==> config.mk <==
export PLATFORM = sky130hd
export DESIGN_NAME = lzeg_ctrl
export DESIGN_NICKNAME = d
export VERILOG_FILES = /design/src/lzeg_pkg.sv /design/src/lzeg_ctrl.sv
export SDC_FILE = /design/constraint.sdc
export NUM_CORES = 1
export LEC_CHECK = 0
export ABC_CLOCK_PERIOD_IN_PS = 2300
export BUFFER_PORTS_ARGS = -buffer_cell sky130_fd_sc_hd__buf_2
export CAP_MARGIN = 20
export CORE_AREA = 2 2 39 41
export CTS_CLUSTER_SIZE = 24
export DETAILED_ROUTE_END_ITERATION = 16
export DIE_AREA = 0 0 41 43
export PLACE_DENSITY = 0.55
export SYNTH_ARGS = -nofsm -noshare
export SYNTH_HDL_FRONTEND = slang
export SYNTH_SLANG_ARGS = --single-unit
==> constraint.sdc <==
create_clock -name clock -period 2.3 [get_ports clock]
set_input_delay 0.115 -clock clock [delete_from_list [all_inputs] [get_ports clock]]
set_output_delay 0.115 -clock clock [all_outputs]
set_load 0.03 [all_outputs]
==> src/lzeg_pkg.sv <==
// Shared types and codes for the LZ Elias-gamma stream decompressor.
// No dependencies; used by the controller, datapath and top level.
`timescale 1ns / 1ps
package lzeg_pkg;

   // input item kinds
   localparam logic [1:0] KIND_BYTE    = 2'd0;
   localparam logic [1:0] KIND_DRAIN   = 2'd1;
   localparam logic [1:0] KIND_RESTART = 2'd2;

   // fixed stream constants
   localparam logic [31:0] GAMMA_END  = 32'd256;
   localparam logic [7:0]  MASK_FIRST = 8'd128;

   typedef enum logic [2:0] {
      ST_NEED       = 3'd0,
      ST_PENDING    = 3'd1,
      ST_END        = 3'd2,
      ST_BAD_OFF    = 3'd3,
      ST_AFTER_END  = 3'd4,
      ST_OVERFLOW   = 3'd5,
      ST_UNEXPECTED = 3'd6
   } status_type;

   typedef enum logic [3:0] {
      PH_LIT_LEN    = 4'd0,
      PH_LIT_DATA   = 4'd1,
      PH_AFTER_LIT  = 4'd2,
      PH_REP_LEN    = 4'd3,
      PH_COPY       = 4'd4,
      PH_AFTER_COPY = 4'd5,
      PH_NEW_OFF    = 4'd6,
      PH_OFF_LOW    = 4'd7,
      PH_NEW_LEN    = 4'd8,
      PH_END        = 4'd9,
      PH_ERR_OFF    = 4'd10,
      PH_ERR_OVF    = 4'd11
   } phase_type;

   typedef enum logic [2:0] {
      C_IDLE  = 3'd0,
      C_START = 3'd1,
      C_STEP  = 3'd2,
      C_COPY  = 3'd3,
      C_READ  = 3'd4,
      C_SHOW  = 3'd5
   } ctrl_state_type;

   // controller -> datapath
   typedef struct packed {
      logic load;     // input transfer: latch payload, clear counts
      logic start;    // dispatch the item
      logic step;     // one decode step
      logic copy_wr;  // write back the byte read for a copy
      logic rd;       // read result buffer entry
      logic adv;      // result transfer done, next entry
   } cmd_type;

   // datapath -> controller
   typedef struct packed {
      logic done;     // item decode finished, status latched
      logic copy;     // step issued a history read
      logic last;     // current result is the final one
   } stat_type;

endpackage

==> src/lzeg_ctrl.sv <==
// Controller state machine: sequences dispatch, decode steps, copy
// write-back and result delivery. Depends on lzeg_pkg.
`timescale 1ns / 1ps
module lzeg_ctrl (
   input  logic                clock,
   input  logic                reset,
   input  logic                req_valid,
   output logic                req_ready,
   output logic                rsp_valid,
   input  logic                rsp_ready,
   input  lzeg_pkg::stat_type  stat,
   output lzeg_pkg::cmd_type   cmd
);

   lzeg_pkg::ctrl_state_type state_ff, state_in;

   // state register
   always_ff @(posedge clock) begin
      if (reset) begin
         state_ff <= lzeg_pkg::C_IDLE;
      end else begin
         state_ff <= state_in;
      end
   end

   // next state
   always_comb begin
      state_in = state_ff;
      case (state_ff)
         lzeg_pkg::C_IDLE: begin
            if (req_valid) state_in = lzeg_pkg::C_START;
         end
         lzeg_pkg::C_START, lzeg_pkg::C_STEP: begin
            if (stat.done)      state_in = lzeg_pkg::C_READ;
            else if (stat.copy) state_in = lzeg_pkg::C_COPY;
            else                state_in = lzeg_pkg::C_STEP;
         end
         lzeg_pkg::C_COPY: state_in = lzeg_pkg::C_STEP;
         lzeg_pkg::C_READ: state_in = lzeg_pkg::C_SHOW;
         lzeg_pkg::C_SHOW: begin
            if (rsp_ready) state_in = stat.last ? lzeg_pkg::C_IDLE : lzeg_pkg::C_READ;
         end
         default: state_in = lzeg_pkg::C_IDLE;
      endcase
   end

   // outputs
   always_comb begin
      cmd       = '0;
      req_ready = 1'b0;
      rsp_valid = 1'b0;
      case (state_ff)
         lzeg_pkg::C_IDLE: begin
            req_ready = 1'b1;
            cmd.load  = req_valid;
         end
         lzeg_pkg::C_START: cmd.start   = 1'b1;
         lzeg_pkg::C_STEP:  cmd.step    = 1'b1;
         lzeg_pkg::C_COPY:  cmd.copy_wr = 1'b1;
         lzeg_pkg::C_READ:  cmd.rd      = 1'b1;
         lzeg_pkg::C_SHOW: begin
            rsp_valid = 1'b1;
            cmd.adv   = rsp_ready;
         end
         default: cmd = '0;
      endcase
   end

   // a dispatch or step never asks for a copy and finishes at once
   a_done_copy_excl: assert property (@(posedge clock) disable iff (reset)
      (cmd.start || cmd.step) |-> !(stat.done && stat.copy))
      else $error("done and copy together");
   // copy write-back always follows a decode step
   a_copy_after_step: assert property (@(posedge clock) disable iff (reset)
      cmd.copy_wr |-> $past(cmd.step || cmd.start))
      else $error("copy write-back without read");
   // no input is taken while results are shown
   a_no_accept_show: assert property (@(posedge clock) disable iff (reset)
      rsp_valid |-> !req_ready)
      else $error("input taken during result delivery");

endmodule

## Yosys cells after proc, flatten, opt, wreduce, memory -nomap -nowiden

Index checks and enable logic that the tools add are counted.

- Bits in registers: 3
- Input port bits: 7
- Output and inout bits: 8
- Logic and storage cells: 25

- Equality and inequality tests: 7
- Muxes and demuxes: 14
- Reduce and logical (&&, ||, !) cells: 3

Operator list:

| operator | number |
|---|---|
| case mux 3 bit (5 select lines) | 1 |
| 2-to-1 mux 3 bit | 4 |
| 2-to-1 mux 1 bit | 9 |
| == test 3 x 2 -> 1 bit, second input constant | 2 |
| == test 3 bit, second input constant | 2 |
| inequality test 2 bit, second input constant | 2 |
| == test 3 x 1 -> 1 bit, second input constant | 1 |
| logical NOT 3 bit | 1 |
| AND reduction 2 bit | 1 |
| OR reduction 2 bit | 1 |

## Longest topological paths before layout

Gate-level depths: netlist of the first run.

- Word-level depth: 3
- Mapped depth: 4
- Mapped depth without buffers: 3

## Worst setup path after synthesis of the first run

Ideal clock, no wire load.

- Path type: flip-flop to output port
- Start: reg state_ff[1]
- End: out cmd[5] in the netlist's numbering
- Arrival time: 1.597 ns
- Data required time: 2.185 ns
- Slack: 0.588 ns
- Cell stages (with the launch flop): 4
- Buffers on the path: 1
- Cell sequence: dfxtp_1 > buf_2 > nor3_1 > and2_1

RTL lines:

| element | RTL line | source |
|---|---|---|
| start, declared | lzeg_ctrl.sv:15 | `lzeg_pkg::ctrl_state_type state_ff, state_in;` |
| start signal, assigned | lzeg_ctrl.sv:20 | `state_ff <= lzeg_pkg::C_IDLE;` |
| start signal, assigned | lzeg_ctrl.sv:22 | `state_ff <= state_in;` |
| end, declared | lzeg_ctrl.sv:12 | `output lzeg_pkg::cmd_type cmd` |

==> results of run 1 <==
[cells by family (layout without fill, tap and decap cells)]
logic type | count (synthesis) | after routing | synth area share [%]
AND/OR/NAND/NOR | 18 | 18 | 43.1
adder cells (fa/ha/maj) | 1 | 1 | 3.66
buffers and inverters | 6 | 21 | 12.6
AO/OA/AOI/OAI | 7 | 7 | 21.1
flip-flops | 3 | 3 | 19.5
[worst max-delay path, cell delays in order, from the launching register on]
cell,delay (ps)
dfxtp_1,550
and3b_2,270
and2_1,120
buf_2,190
[cell type report]
cell class	count	area, um^2
repair buffers	14	70.1
flip-flops and latches	3	60.1
well taps	16	20.0
inverters	3	11.3
clock buffers	4	26.3
fillers	159	987
multi-input cells	26	209
[power by group]
part / leakage (nW) / internal, mW / switching (mW) / total, mW
clock: 0.0150 / 0.0650 / 0.0266 / 0.0916
sequential: 0.0245 / 0.0566 / 0.0121 / 0.0687
combinational: 0.156 / 0.0316 / 0.0421 / 0.0738
total: 0.195 / 0.153 / 0.0809 / 0.234
[through the flow]
stage / utilization (%) / cell area, um^2
4_1_cts: 28.7 / 397
3_3_place_gp: 26.8 / 370
2_1_floorplan: - / 308
3_5_place_dp: 26.8 / 370
6_report: 28.7 / 397
5_1_grt: 28.7 / 397
[per-layer routing]
layer / wire length, um / GRT usage, % / part of all wire, % / up-vias
li1: - / - / - / 158
met1: 344 / 13.1 / 49 / 133
met2: 298 / 11.3 / 43 / 12
met3: 56 / 4.71 / 8.0 / 0
met4: 0 / 2.00 / 0 / 0
met5: 0 / 0 / 0 / -
[placed cells by master (no fill, tap or decap)]
master,Yosys,routed
a211oi_2,1,1
a21boi_1,1,1
a21oi_1,2,2
a221o_1,1,1
and2_1,2,2
and2b_2,1,1
and3_2,2,2
and3b_2,1,1
and4bb_1,2,2
buf_2,1,14
clkbuf_1,0,1
clkbuf_4,0,3
dfxtp_1,3,3
inv_1,2,2
inv_2,1,1
maj3_2,1,1
nand2_1,1,1
nand2b_1,1,1
nor2_1,1,1
nor2b_1,1,1
nor3_1,3,3
nor3b_2,1,1
nor4_1,1,1
o2111ai_1,1,1
o41ai_2,1,1
or2b_1,1,1
[final timing paths]
check                           startpoint                       end  slack [ps]  cells after the start
setup reg to reg  state_ff[0]$_SDFFE_PP0P_  state_ff[2]$_SDFFE_PP0P_        1060                      3
hold reg to reg   state_ff[2]$_SDFFE_PP0P_  state_ff[1]$_SDFFE_PP0P_         620                      1
setup / recovery  state_ff[0]$_SDFFE_PP0P_                    cmd[0]         820                      3
hold / removal                       reset  state_ff[0]$_SDFFE_PP0P_         120                      2
==> metrics.txt, run 1 <==
later-pin clock latency in the skew report=230 ps; WHS=118 ps; crit path kind=flop to output port; status=finished clean; Final Net Count=58; first-pass GRT wire length=1.10 mm; Avg Cell Area, Syn=8.79 um^2; async set-reset flop share out of synthesis=0%; Synth top cells by count=dfxtp_1, nor3_1; final non-filler cell total=66; RSZ-0062 raised after global routing=false; crit path launch type=flop; vias per inst=4.59; syn_nets=42; CP endpoint kind=output port; ANT nets after route=0; Synth Instances=35; Crit path required time=2180 ps; total number of vias=303; CTS sink count=3; Yosys top cell by area=dfxtp_1; GRT overflow=0; Max Buffers Root-to-Sink=2; Die H=43 um; VDD IR-drop max=0.256 mV; worst min-delay path category=input port to flop; Initial Util=22.2%; Max Fclk=677 MHz; largest cells by area after synthesis=dfxtp_1, and4bb_1, buf_6; power density over the cells=590 nW/um^2; relative slew slack=73.1%; CTS Hold Bufs=0; core area=1380 um^2; drt first pass iters=2; share of cells above drive strength 1=52.0%; max reg flops=3; biggest registers after layout=state_ff (3); Setup Viol. Count Final=0; WL final=700 um; Post-Syn Area=308 um^2; #FFs+latches synth=3; I/O pin count=15; # rows=14; crit-path max FO=16; Most used DFF post-synth=dfxtp_1; die area=1760 um^2; cts bufs inserted=3; most flop-heavy register=state_ff; worst slew pin tran=403 ps; antenna cells=0; wire per inst=10.6 um; top cell type's share of synthesized area=19.5%; Placed Cells=62; CP arrival=1360 ps; initial antenna violation count=0; CTS resizes=0; GPL Wtd Cong=0.777; MaxCap Viol Count=0; Clk pin slew, worst setup/hold paths=40 ps; Buffers on Ports=14; min Tclk post-route=1480 ps; residual DRC count=0; Worst Clk Skew=2.12 ps; Place WS=1060 ps; Yosys cell types=25; Initial DRC Count=5; Power Total=0.234 mW; Die Span X=41 um; clock root cell=clkbuf_4; period utilization=64.3%; setup TNS=0 ps; Syn. warnings=0; number of flops mapped to enable cells by yosys=0; CTS tree=built; final slew viol count=0; Seq/Total Area, Yosys=19.5%; Final WS setup=822 ps; Lkg Pwr=0.195 nW; largest net degree at the start of global routing=17; GRT Util Overall=8.93%; Area Growth Syn to Fin=28.9%; Final Hold Fails=0; # H-tree levels=1; vias in the first global route=268; post-CTS setup buffer count=0
(Power assumes the default switching activity.)
==> inputs of run 2 (changes only) <==
- ABC_AREA: not set -> 1
- ABC_CLOCK_PERIOD_IN_PS: 2300 -> 1200
- PLACE_DENSITY: 0.55 -> 0.48
- clock period: 2.3 -> 1.2 ns (I/O delays scaled with it)
==> run 2 against run 1 <==
Non-clock buffer count unchanged; largest cell class unchanged; combinational power rose to 3.1 times the previous value; critical endpoint is now cmd[1]; synthesized area fell by 31%; sequential share of layout area rose by 2.1 points; wire length is 20% lower.
==> metrics.txt, run 2 <==
relative slew slack=87.4% (+14 points); worst slew pin tran=189 ps (-214 ps); crit path launch type=flop; Max Buffers Root-to-Sink=2 (unchanged); ANT nets after route=0 (unchanged); cell area after layout=369 um^2 (-6.9%); largest net degree at the start of global routing=6 (-11); setup TNS=0 ps (unchanged); #FFs+latches synth=3 (unchanged); Die Span X=41 um (unchanged); CTS sink count=3 (unchanged); CP endpoint kind=output port; GRT overflow=0 (unchanged); cts bufs inserted=3 (unchanged); min Tclk post-route=1120 ps; Die H=43 um (unchanged); number of flops mapped to enable cells by yosys=0 (unchanged); Place WS=103 ps (-959 ps); async set-reset flop share out of synthesis=0% (unchanged); CP peak stage delay=330 ps (-220 ps); Yosys top cell by area=dfxtp_1; Max stage delay cell, worst path=dfxtp_1; Syn. warnings=0 (unchanged); clock root cell=clkbuf_4; GRT Util Overall=7.41% (-1.5 points); Reg2Reg Setup Slack=170 ps (-890 ps); commonest cells after routing, fill and taps aside=buf_2, inv_1, nand2_1; initial antenna violation count=0 (unchanged); GPL Wtd Cong=0.670 (-14%); max reg flops=3 (unchanged); first-pass GRT wire length=862 um (-21%); Crit path required time=1140 ps (-1040 ps); Min-Delay Path Depth=2 (unchanged); core area=1380 um^2 (unchanged); Yosys cell types=9 (-64%); residual DRC count=0 (unchanged); worst min-delay path category=input port to flop; Synth Instances=39 (+11%); Most used DFF post-synth=dfxtp_1; Synth top cells by count=inv_1, nor2_1, nand2_1; worst flop-to-flop path startpoint=state_ff[2]$_SDFFE_PP0P_; VDD IR-drop max=0.352 mV (+38%); worst reg2reg path depth=7 (+4); drt first pass iters=2 (unchanged); crit-path max FO=4 (-12); crit path kind=flop to output port; Avg Cell Area, Syn=5.45 um^2 (-38%); Worst Clk Skew=2.26 ps (+0.144 ps); top cell type's share of synthesized area=28.2% (+8.7 points); largest cells by area after synthesis=dfxtp_1, inv_1, nor2_1; I/O pin count=15 (unchanged); Buffers on Ports=14 (unchanged); Seq/Total Area, Yosys=28.2% (+8.7 points); status=finished clean; Lkg Pwr=0.216 nW (+11%); die area=1760 um^2 (unchanged); # rows=14 (unchanged); syn_nets=46 (+9.5%); antenna cells=0 (unchanged); Final WS setup=83.4 ps (-739 ps); most frequent cell after synthesis=inv_1; total number of vias=270 (-11%); commonest non-fill, non-tap cell in the layout=buf_2; crit path cell chain=inv_2 > nand2_2 > nor2_2 > buf_2; Initial DRC Count=2 (-3); Clk pin slew, worst setup/hold paths=40 ps (about the same); power density over the cells=1450 nW/um^2 (+150%); Initial Util=15.4% (-6.9 points); CP arrival=1060 ps (-300 ps); later-pin clock latency in the skew report=230 ps (about the same); Area Growth Syn to Fin=73.5%; most flop-heavy register=state_ff; final slew viol count=0 (unchanged); wire per inst=7.63 um (-28%); Post-Syn Area=213 um^2 (-31%); MaxCap Viol Count=0 (unchanged); RSZ-0062 raised after global routing=false; # H-tree levels=1 (unchanged); period utilization=93.1%; CTS tree=built; biggest registers after layout=state_ff (3); post-CTS setup buffer count=0 (unchanged); Final Net Count=65 (+12%); Final Hold Fails=0 (unchanged); dpl cell area=313 um^2 (-16%); WL final=557 um (-20%); share of cells above drive strength 1=49.1% (-2.9 points); R2R Path End=state_ff[2]$_SDFFE_PP0P_; Max Fclk=896 MHz; Worst Hold Launch=reset; vias in the first global route=260 (-3.0%); WHS Endpoint=state_ff[2]$_SDFFE_PP0P_; Layout Utilization=26.7% (-2.0 points); DP HPWL=459 um; Setup Viol. Count Final=0 (unchanged); vias per inst=3.70 (-19%)
[run 2: cells by family (layout without fill, tap and decap cells)]
group,after synthesis,count (layout),share of synthesized area [%]
buf+inv,11,29,19.4
compound gates,4,4,11.2
flops,3,3,28.2
simple gates,21,21,41.2
[run 2: where the power goes]
| group | internal (mW) | switching [mW] | leakage (nW) |
|---|---|---|---|
| clock | 0.124 | 0.0502 | 0.0150 |
| combinational | 0.0799 | 0.151 | 0.176 |
| sequential | 0.114 | 0.0158 | 0.0254 |
[run 2: how the worst max path moves through the flow]
stage | start | to | slack, ps
after CTS | state_ff[1]$_SDFFE_PP0P_ | cmd[0] | 4
after detailed placement | state_ff[1]$_SDFFE_PP0P_ | state_ff[0]$_SDFFE_PP0P_ | 100
after floorplan | state_ff[1]$_SDFFE_PP0P_ | cmd[5] | -10
final | state_ff[0]$_SDFFE_PP0P_ | cmd[1] | 80
after global placement | state_ff[2]$_SDFFE_PP0P_ | state_ff[0]$_SDFFE_PP0P_ | 140
after global routing | state_ff[2]$_SDFFE_PP0P_ | cmd[4] | 2
[run 2: through the flow]
| stage | total power [mW] | std cells | hold slack [ps] |
|---|---|---|---|
| 6_report | 0.535 | 73 | 21.4 |
| 5_1_grt | 0.584 | 73 | 17.3 |
| 2_1_floorplan | 0.280 | 39 | 129 |
| 4_1_cts | 0.517 | 73 | 8.39 |
| 3_5_place_dp | 0.334 | 69 | 255 |
| 3_3_place_gp | 0.334 | 69 | 258 |
[run 2: worst max-delay path, delay by kind of cell, from the launching register on]
kind,cells,cell delay (ps)
DFF,1,330
buffers and inverters,2,290
and+or+nand+nor,2,200
[run 2: timing repair]
item | 4_1_cts | 5_1_grt
hold buffers | 0 | 0
resized for setup | 0 | 12
setup endpoints to repair | 0 | 7
[run 2: routing by layer]
metal,global-route usage [%],vias to the layer above,routed length [um]
met5,0,-,0
met4,6.00,0,0
met3,3.14,0,34
met2,11.9,6,310
met1,6.71,113,212
li1,-,151,-
[run 2: area by class of cell]
| class | count | area [um^2] |
|---|---|---|
| clock buffer | 4 | 26.3 |
| fill | 163 | 1010 |
| inverter | 11 | 41.3 |
| multi-input combinational | 25 | 140 |
| sequential | 3 | 63.8 |
| tap | 16 | 20.0 |
| timing repair buffer | 14 | 77.6 |
